### src/hdl/siphash_pkg.sv
// Shared types, constants and the sip round function for the keyed SipHash block.
`timescale 1ns / 1ps

package siphash_pkg;

   localparam int WORD_W  = 64;
   localparam int COUNT_W = 4;
   localparam int ROUND_W = 4;
   localparam int LEN_W   = 8;
   localparam int CSR_W   = 2;

   localparam logic [WORD_W-1:0] INIT_A = 64'h736f6d6570736575;
   localparam logic [WORD_W-1:0] INIT_B = 64'h646f72616e646f6d;
   localparam logic [WORD_W-1:0] INIT_C = 64'h6c7967656e657261;
   localparam logic [WORD_W-1:0] INIT_D = 64'h7465646279746573;
   localparam logic [7:0]        FIN_MARK = 8'hff;
   localparam logic [COUNT_W-1:0] FULL_COUNT = 4'd8;

   typedef enum logic [CSR_W-1:0] {
      CSR_KEY_LOW   = 2'd0,
      CSR_KEY_HIGH  = 2'd1,
      CSR_CMP_ROUND = 2'd2,
      CSR_FIN_ROUND = 2'd3
   } csr_index_type;

   typedef struct packed {
      logic [WORD_W-1:0] a;
      logic [WORD_W-1:0] b;
      logic [WORD_W-1:0] c;
      logic [WORD_W-1:0] d;
   } lanes_type;

   typedef struct packed {
      logic load;       // take the input word: init lanes if needed, xor block into d
      logic tail_load;  // xor the length-only tail block into d
      logic round_en;   // run one sip round
      logic end_xor;    // xor the held block into a
      logic fin_xor;    // xor the finalisation mark into c
      logic emit;       // register the hash
   } dp_cmd_type;

   typedef struct packed {
      logic [ROUND_W-1:0] cmp_rounds;
      logic [ROUND_W-1:0] fin_rounds;
      logic               blk_full;
   } dp_status_type;

   function automatic logic [WORD_W-1:0] rotl(input logic [WORD_W-1:0] x, input int n);
      rotl = (x << n) | (x >> (WORD_W - n));
   endfunction

   function automatic lanes_type sip_round(input lanes_type v);
      lanes_type r;
      r = v;
      r.a = r.a + r.b;
      r.c = r.c + r.d;
      r.b = rotl(r.b, 13);
      r.d = rotl(r.d, 16);
      r.b = r.b ^ r.a;
      r.d = r.d ^ r.c;
      r.a = rotl(r.a, 32);
      r.c = r.c + r.b;
      r.a = r.a + r.d;
      r.b = rotl(r.b, 17);
      r.d = rotl(r.d, 21);
      r.b = r.b ^ r.c;
      r.d = r.d ^ r.a;
      r.c = rotl(r.c, 32);
      sip_round = r;
   endfunction

endpackage

### src/hdl/siphash_c_d_keyed_hash.sv
// Top level of the keyed SipHash-c-d block: controller, datapath and checks.
`timescale 1ns / 1ps

// Keyed SipHash with programmable round counts (SipHash-2-4 after reset).
// Message words arrive on req_ as little-endian 64-bit words; req_tlast marks
// the last word, whose byte count (0 to 8, larger values taken as 8) gives the
// tail length. One 64-bit hash leaves on rsp_ per message. One sip round runs
// per cycle in the shared round unit, which runs a word's compression rounds
// before the next word is taken. The last word then runs the finalization
// rounds and registers the hash; a full last word first adds a length-only
// block with its own compression rounds. A finished hash waits in the output
// register while the next message is taken in; the block stalls only if a
// second hash is ready before the first one has been transferred. Key and
// round counts are written through csr_, by the user only while the block is
// idle, unchecked by the block; the key is read at a message's first word.
module siphash_c_d_keyed_hash (
   input  logic        clock,
   input  logic        reset,
   input  logic        req_tvalid,
   output logic        req_tready,
   input  logic [71:0] req_tdata,   // message_word[63:0], byte_count[67:64], zero pad
   input  logic        req_tlast,   // last_word
   output logic        rsp_tvalid,
   input  logic        rsp_tready,
   output logic [63:0] rsp_tdata,   // hash_value[63:0]
   input  logic        csr_we,
   input  logic [1:0]  csr_index,
   input  logic [63:0] csr_wdata
);
   import siphash_pkg::*;

   dp_cmd_type    cmd;
   dp_status_type status;
   logic          in_msg;

   siphash_ctrl u_ctrl (
      .clock      (clock),
      .reset      (reset),
      .req_tvalid (req_tvalid),
      .req_tlast  (req_tlast),
      .req_tready (req_tready),
      .rsp_tvalid (rsp_tvalid),
      .rsp_tready (rsp_tready),
      .status     (status),
      .cmd        (cmd),
      .in_msg     (in_msg)
   );

   siphash_dp u_dp (
      .clock        (clock),
      .reset        (reset),
      .csr_we       (csr_we),
      .csr_index    (csr_index),
      .csr_wdata    (csr_wdata),
      .message_word (req_tdata[WORD_W-1:0]),
      .byte_count   (req_tdata[WORD_W+COUNT_W-1:WORD_W]),
      .last_word    (req_tlast),
      .in_msg       (in_msg),
      .cmd          (cmd),
      .status       (status),
      .hash_value   (rsp_tdata)
   );

`ifndef SYNTHESIS
   a_ready_no_work: assert property (@(posedge clock) disable iff (reset)
      req_tready |-> !cmd.round_en && !cmd.end_xor && !cmd.tail_load && !cmd.emit)
      else $error("round unit busy while taking input");

   a_busy_after_last: assert property (@(posedge clock) disable iff (reset)
      req_tvalid && req_tready && req_tlast |=> !req_tready)
      else $error("input taken straight after a last word");

   a_emit_free: assert property (@(posedge clock) disable iff (reset)
      cmd.emit |-> !rsp_tvalid || rsp_tready)
      else $error("hash overwritten before transfer");

   a_emit_valid: assert property (@(posedge clock) disable iff (reset)
      cmd.emit |=> rsp_tvalid)
      else $error("hash registered without valid");

   a_cmd_single: assert property (@(posedge clock) disable iff (reset)
      $onehot0({cmd.load, cmd.tail_load, cmd.round_en || cmd.end_xor, cmd.emit}))
      else $error("conflicting datapath commands");
`endif

endmodule

### src/hdl/siphash_dp.sv
// Datapath: key and round-count registers, the four lanes, block and length registers, hash.
`timescale 1ns / 1ps

module siphash_dp (
   input  logic                                clock,
   input  logic                                reset,
   input  logic                                csr_we,
   input  logic [siphash_pkg::CSR_W-1:0]       csr_index,
   input  logic [siphash_pkg::WORD_W-1:0]      csr_wdata,
   input  logic [siphash_pkg::WORD_W-1:0]      message_word,
   input  logic [siphash_pkg::COUNT_W-1:0]     byte_count,
   input  logic                                last_word,
   input  logic                                in_msg,
   input  siphash_pkg::dp_cmd_type             cmd,
   output siphash_pkg::dp_status_type          status,
   output logic [siphash_pkg::WORD_W-1:0]      hash_value
);
   import siphash_pkg::*;

   logic [WORD_W-1:0]  key_low_ff;
   logic [WORD_W-1:0]  key_high_ff;
   logic [ROUND_W-1:0] cmp_rounds_ff;
   logic [ROUND_W-1:0] fin_rounds_ff;

   lanes_type          lanes_ff, lanes_in;
   lanes_type          base_lanes, stepped;
   logic [WORD_W-1:0]  blk_ff, blk_in;
   logic               blk_full_ff, blk_full_in;
   logic [LEN_W-1:0]   len_ff, len_in;
   logic [WORD_W-1:0]  hash_ff;

   logic [COUNT_W-1:0] cnt_sat;
   logic               full;
   logic [LEN_W-1:0]   len_base;
   logic [LEN_W-1:0]   len_new;
   logic [WORD_W-1:0]  tail_mask;
   logic [WORD_W-1:0]  load_blk;

   always_ff @(posedge clock) begin
      if (reset) begin
         key_low_ff    <= '0;
         key_high_ff   <= '0;
         cmp_rounds_ff <= 4'd2;
         fin_rounds_ff <= 4'd4;
      end else if (csr_we) begin
         unique case (csr_index_type'(csr_index))
            CSR_KEY_LOW:   key_low_ff    <= csr_wdata;
            CSR_KEY_HIGH:  key_high_ff   <= csr_wdata;
            CSR_CMP_ROUND: cmp_rounds_ff <= csr_wdata[ROUND_W-1:0];
            CSR_FIN_ROUND: fin_rounds_ff <= csr_wdata[ROUND_W-1:0];
            default: ;
         endcase
      end
   end

   always_comb begin
      cnt_sat   = (byte_count > FULL_COUNT) ? FULL_COUNT : byte_count;
      full      = !last_word || (cnt_sat == FULL_COUNT);
      len_base  = in_msg ? len_ff : '0;
      len_new   = full ? (len_base + LEN_W'(FULL_COUNT))
                       : (len_base + {{(LEN_W-COUNT_W){1'b0}}, cnt_sat});
      tail_mask = (64'd1 << {cnt_sat[2:0], 3'b000}) - 64'd1;
      load_blk  = full ? message_word
                       : ((message_word & tail_mask) | {len_new, {(WORD_W-LEN_W){1'b0}}});

      if (in_msg) begin
         base_lanes = lanes_ff;
      end else begin
         base_lanes.a = key_low_ff  ^ INIT_A;
         base_lanes.b = key_high_ff ^ INIT_B;
         base_lanes.c = key_low_ff  ^ INIT_C;
         base_lanes.d = key_high_ff ^ INIT_D;
      end

      stepped = cmd.round_en ? sip_round(lanes_ff) : lanes_ff;
      if (cmd.end_xor) begin
         stepped.a = stepped.a ^ blk_ff;
      end
      if (cmd.fin_xor) begin
         stepped.c = stepped.c ^ {{(WORD_W-8){1'b0}}, FIN_MARK};
      end

      lanes_in    = stepped;
      blk_in      = blk_ff;
      blk_full_in = blk_full_ff;
      len_in      = len_ff;
      if (cmd.load) begin
         lanes_in    = base_lanes;
         lanes_in.d  = base_lanes.d ^ load_blk;
         blk_in      = load_blk;
         blk_full_in = last_word && full;
         len_in      = len_new;
      end else if (cmd.tail_load) begin
         blk_in      = {len_ff, {(WORD_W-LEN_W){1'b0}}};
         lanes_in.d  = lanes_ff.d ^ blk_in;
         blk_full_in = 1'b0;
      end
   end

   always_ff @(posedge clock) begin
      lanes_ff <= lanes_in;
      blk_ff   <= blk_in;
      len_ff   <= len_in;
      if (cmd.emit) begin
         hash_ff <= lanes_ff.a ^ lanes_ff.b ^ lanes_ff.c ^ lanes_ff.d;
      end
   end

   always_ff @(posedge clock) begin
      if (reset) begin
         blk_full_ff <= 1'b0;
      end else begin
         blk_full_ff <= blk_full_in;
      end
   end

   assign status.cmp_rounds = cmp_rounds_ff;
   assign status.fin_rounds = fin_rounds_ff;
   assign status.blk_full   = blk_full_ff;
   assign hash_value        = hash_ff;

endmodule

### src/hdl/siphash_ctrl.sv
// Controller: message framing, round counting and result hand-off.
`timescale 1ns / 1ps

module siphash_ctrl (
   input  logic                        clock,
   input  logic                        reset,
   input  logic                        req_tvalid,
   input  logic                        req_tlast,
   output logic                        req_tready,
   output logic                        rsp_tvalid,
   input  logic                        rsp_tready,
   input  siphash_pkg::dp_status_type  status,
   output siphash_pkg::dp_cmd_type     cmd,
   output logic                        in_msg
);
   import siphash_pkg::*;

   typedef enum logic [2:0] {
      ST_IDLE,
      ST_ABSORB,
      ST_TAIL,
      ST_FINAL,
      ST_EMIT
   } state_type;

   state_type          state_ff, state_in;
   logic [ROUND_W-1:0] cnt_ff, cnt_in;
   logic               last_ff, last_in;
   logic               in_msg_ff, in_msg_in;
   logic               rsp_valid_ff, rsp_valid_in;
   logic               accept;
   logic               absorb_end;
   logic               out_free;

   assign accept     = (state_ff == ST_IDLE) && req_tvalid;
   assign absorb_end = (cnt_ff <= ROUND_W'(1));
   assign out_free   = !rsp_valid_ff || rsp_tready;

   always_comb begin
      cmd          = '0;
      state_in     = state_ff;
      cnt_in       = cnt_ff;
      last_in      = last_ff;
      in_msg_in    = in_msg_ff;
      rsp_valid_in = rsp_valid_ff && !rsp_tready;
      unique case (state_ff)
         ST_IDLE: begin
            if (accept) begin
               cmd.load  = 1'b1;
               cnt_in    = status.cmp_rounds;
               last_in   = req_tlast;
               in_msg_in = !req_tlast;
               state_in  = ST_ABSORB;
            end
         end
         ST_ABSORB: begin
            cmd.round_en = (cnt_ff != '0);
            cmd.end_xor  = absorb_end;
            if (!absorb_end) begin
               cnt_in = cnt_ff - ROUND_W'(1);
            end else if (!last_ff) begin
               state_in = ST_IDLE;
            end else if (status.blk_full) begin
               state_in = ST_TAIL;
            end else begin
               cmd.fin_xor = 1'b1;
               cnt_in      = status.fin_rounds;
               state_in    = (status.fin_rounds == '0) ? ST_EMIT : ST_FINAL;
            end
         end
         ST_TAIL: begin
            cmd.tail_load = 1'b1;
            cnt_in        = status.cmp_rounds;
            state_in      = ST_ABSORB;
         end
         ST_FINAL: begin
            cmd.round_en = 1'b1;
            cnt_in       = cnt_ff - ROUND_W'(1);
            if (cnt_ff == ROUND_W'(1)) begin
               state_in = ST_EMIT;
            end
         end
         ST_EMIT: begin
            if (out_free) begin
               cmd.emit     = 1'b1;
               rsp_valid_in = 1'b1;
               state_in     = ST_IDLE;
            end
         end
         default: state_in = ST_IDLE;
      endcase
   end

   always_ff @(posedge clock) begin
      if (reset) begin
         state_ff     <= ST_IDLE;
         cnt_ff       <= '0;
         last_ff      <= 1'b0;
         in_msg_ff    <= 1'b0;
         rsp_valid_ff <= 1'b0;
      end else begin
         state_ff     <= state_in;
         cnt_ff       <= cnt_in;
         last_ff      <= last_in;
         in_msg_ff    <= in_msg_in;
         rsp_valid_ff <= rsp_valid_in;
      end
   end

   assign req_tready = (state_ff == ST_IDLE);
   assign rsp_tvalid = rsp_valid_ff;
   assign in_msg     = in_msg_ff;

endmodule
### config.mk
export PLATFORM = sky130hd
export DESIGN_NAME = siphash_c_d_keyed_hash
export DESIGN_NICKNAME = d
export VERILOG_FILES = /design/src/hdl/siphash_pkg.sv /design/src/hdl/siphash_c_d_keyed_hash.sv /design/src/hdl/siphash_dp.sv /design/src/hdl/siphash_ctrl.sv
export SDC_FILE = /design/constraint.sdc
export NUM_CORES = 2
export LEC_CHECK = 0
export BUFFER_PORTS_ARGS = -buffer_cell sky130_fd_sc_hd__buf_2
export CAP_MARGIN = 20
export CORE_MARGIN = 8
export CORE_UTILIZATION = 35
export CTS_BUF_LIST = sky130_fd_sc_hd__clkbuf_2
export DETAILED_ROUTE_END_ITERATION = 12
export GPL_ROUTABILITY_DRIVEN = 1
export SYNTH_ARGS = -nofsm -noshare
export SYNTH_HDL_FRONTEND = slang
export SYNTH_SLANG_ARGS = --single-unit
### constraint.sdc
create_clock -name clock -period 19 [get_ports clock]
set_clock_uncertainty 0.15 [all_clocks]
set_input_delay 0 -clock clock [delete_from_list [all_inputs] [get_ports clock]]
set_output_delay 0 -clock clock [all_outputs]
set_load 0.05 [all_outputs]
==> summary.txt <==
Outcome: completed
Setup ws final: 8930 ps
TritonCTS clock tree: yes
Slowest stage delay, CP: 1040 ps
Max Slew Vio Count: 0
Synthesized net count: 5,118
Reg2Reg Setup Slack: 8930 ps
Yosys reg bits: 539
Combinational family with the most area after synthesis: compound AO/OA/AOI/OAI gates
Crit Path Max Fanout: 5
H-tree Lvls: 4
Final hold violation count: 0
RePlAce Congestion: 1.07
Cell Area, Synth: 41,900 um2
Least-Margin Pin Slew: 1360 ps
# Post-CTS Setup Buffers: 0
Primary FF master, synth: edfxtp_1
Clk sinks: 539
Post-DP HPWL: 197,000 um
Count of buffers from port buffering: 205
Asr flop ratio synth: 0%
Setup WS pre-CTS: 9300 ps
CTS root buffer: clkbuf_2
Commonest non-fill, non-tap cell in the layout: nand2_1
Critical Path RT: 20,220 ps
Number of global-route vias before repair: 42,000
Layout cell share with drive strength beyond 1: 11.3%
Clk_lat worst skew: 1710 ps
Die ar.: 131,000 um2
Crit path max-delay family: compound AO/OA/AOI/OAI gates
Crit path depth: 25
Max Root-Sink Buffers: 3
Post-synth EDFFs: 392
Io pins: 210
Residual DRC: 0
Starting density of the core: 35.1%
XOR/XNOR Fraction of Synth Area: 17.1%
Die Y-Extent: 362 um
First-pass GRT wire length: 338,000 um
Min-Delay Endpoint: u_dp.key_high_ff[42]$_SDFFE_PP0P_
Initial antenna violation count: 25
Routed vias/inst: 5.87
R2R depth: 25
Largest net degree at the start of global routing: 90
CTS resizes: 0
Total gr overflow: 0
Kind of critical path: reg -> reg
Nets: 5,948
DRT antenna net count: 0
Mux cell area share after synthesis: 2.01%
Cts bufs inserted: 157
DR vias: 42,900
Setup_tns: 0 ps
HP Class: in -> reg
Chip width: 362 um
Synth Area in Compound Gates: 20.3%
Drt total wl: 248,000 um
Worst Setup End Kind: flip-flop
Worst hold path startpoint: csr_wdata[42]
Wire per inst: 34.0 um
Most frequent cells in the layout: nand2_1 (697), dlygate4sd3_1 (656), xnor2_1 (485)
1st-iter DRT viols: 4,719
Cell taking the most area after synthesis: edfxtp_1
Synth top area cells: edfxtp_1 (28%), xnor2_1 (10%), ha_1 (7.8%)
Hold Path Stages: 6
Setup violators final: 0
CTS clk-pin slew, worst paths: 120 ps
Simple-Gate Fraction of Synth Area: 14.2%
Yosys synthesis warning count: 0
Area growth syn-to-layout: 26.4%
Share of the clock period used by the worst path: 53.0%
Netlist cell types: 99
FP Rows: 127
GRT Resource Usage Total: 36.6%
Pre-antenna DRT Iters: 5
R2R Path Start: u_dp.lanes_ff[128]$_DFFE_PP_
Core area: 119,000 um2
Maxcap violations: 0
Slew HR: 8.84%
Final min period: 10,070 ps
Worst Setup Start Kind: flip-flop
Crit-path slowest cell: a31oi_1
Share of the yosys chip area belonging to registers: 35.1%
CP dominant cell by count: a21oi_1
Area fraction of the dominant cell type after synthesis: 28.1%
FMAX: 99.3 MHz
Syn avg cell area: 8.90 um2
CP bufs+invs: 2
Worst EP arrival: 11,290 ps
Crit Reg-Reg Endpoint: u_dp.lanes_ff[232]$_DFFE_PP_
Cells after Synth: 4,709
Synth Area in Adders: 8.00%
Unrepaired setup endpoints after global routing: false
[state kept, by name, indices dropped and copies added (netlist names)]
register,flops
u_dp.lanes_ff,256
u_dp.blk_ff,64
u_dp.hash_value,64
u_dp.key_high_ff,64
u_dp.key_low_ff,64
u_dp.len_ff,8
u_ctrl.cnt_ff,4
u_dp.cmp_rounds_ff,4
u_dp.fin_rounds_ff,4
u_ctrl.state_ff,3
u_ctrl.in_msg,1
u_ctrl.last_ff,1
u_ctrl.rsp_tvalid,1
u_dp.blk_full_ff,1
[worst reg2reg max path: stages, from the launching register on]
cell,delay [ps]
edfxtp_1,410
ha_1,230
inv_1,70
fa_1,400
nand2b_1,180
a21oi_1,310
o211ai_1,270
a31oi_1,1040
o211ai_1,390
a31o_2,440
a21oi_1,690
a21boi_1,220
xnor2_2,540
ha_1,440
inv_1,190
a21oi_1,160
o21ai_0,110
a21oi_1,670
o2111ai_1,710
a21oi_1,600
nor2_1,150
o31ai_1,270
xor2_1,700
mux2i_1,210
xnor2_1,190
o22ai_1,90
[worst max path at each step]
stage / startpoint / endpoint / slack (ps)
detailed placement: u_dp.lanes_ff[146]$_DFFE_PP_ / u_dp.lanes_ff[232]$_DFFE_PP_ / 9300
CTS: u_dp.lanes_ff[146]$_DFFE_PP_ / u_dp.lanes_ff[232]$_DFFE_PP_ / 9270
global route: u_dp.lanes_ff[192]$_DFFE_PP_ / u_dp.lanes_ff[232]$_DFFE_PP_ / 8800
floorplan: u_dp.lanes_ff[128]$_DFFE_PP_ / u_dp.lanes_ff[250]$_DFFE_PP_ / 13020
finish: u_dp.lanes_ff[128]$_DFFE_PP_ / u_dp.lanes_ff[232]$_DFFE_PP_ / 8930
global placement: u_dp.lanes_ff[146]$_DFFE_PP_ / u_dp.lanes_ff[232]$_DFFE_PP_ / 9300
[cells in the mapped netlist (13+ instances only)]
master and count:
and3_1 71, o31ai_1 13, a211o_1 16, a21oi_1 453, nor2_1 219, buf_2 23
nand4_1 67, and2_1 30, o221ai_1 14, or3_1 19, edfxtp_1 392, ha_1 260
o21bai_1 54, o21a_1 25, nor3_1 42, buf_1 19, clkbuf_1 224, nand3_1 60
inv_1 88, xnor2_1 486, o22ai_1 134, a211oi_1 27, nand2b_1 19, xnor3_1 13
o21ai_1 16, o21ai_0 240, o211ai_1 25, nor2b_1 39, xor2_1 271, dfxtp_1 147
a21o_1 175, or2_2 17, mux2i_1 83, nand2_1 702, a31oi_1 31
[metal layers]
layer  up-vias  wire (um)  GRT usage [%]
met3       430      19400           7.56
li1      18700          -              -
met4        14      14800           18.9
met2      2279     111000           57.6
met5         -         77              0
met1     21400     103000           47.4
[final cells by class]
cell class | count | area (um2)
tap | 1612 | 2020
sequential | 539 | 14700
antenna | 20 | 50.0
multi-input combinational | 3812 | 25900
clock inverter | 52 | 414
inverter | 88 | 333
clock buffer | 242 | 1210
fill | 11600 | 66400
timing repair buffer | 941 | 8280
[per-stage QoR]
stage / instance area, um2 / hold slack, ps / std cells / utilization [%]
floorplan: 41900 / -14.0 / 4709 / -
global placement: 44600 / 103 / 6329 / 37.4
detailed placement: 44600 / 107 / 6331 / 37.4
CTS: 52900 / 0.208 / 7284 / 44.3
global route: 52900 / 75.8 / 7294 / 44.4
finish: 53000 / 183 / 7306 / 44.4
[logic make-up after synthesis]
group	after synthesis
AOI/OAI and AO/OA	1351
and+or+nand+nor	1330
xor gates and xnor gates	782
DFF	539
buffers and inverters	358
adders and majority gates	265
muxes	84
[repair_timing]
| item | 4_1_cts | 5_1_grt |
|---|---|---|
| endpoints found under the setup margin | 0 | 0 |
| endpoints found under the hold margin | 822 | 0 |
| hold buffers | 659 | 0 |
Power is not shown: default switching activity piles up to over one toggle a cycle in this logic, so the estimate is an artifact.
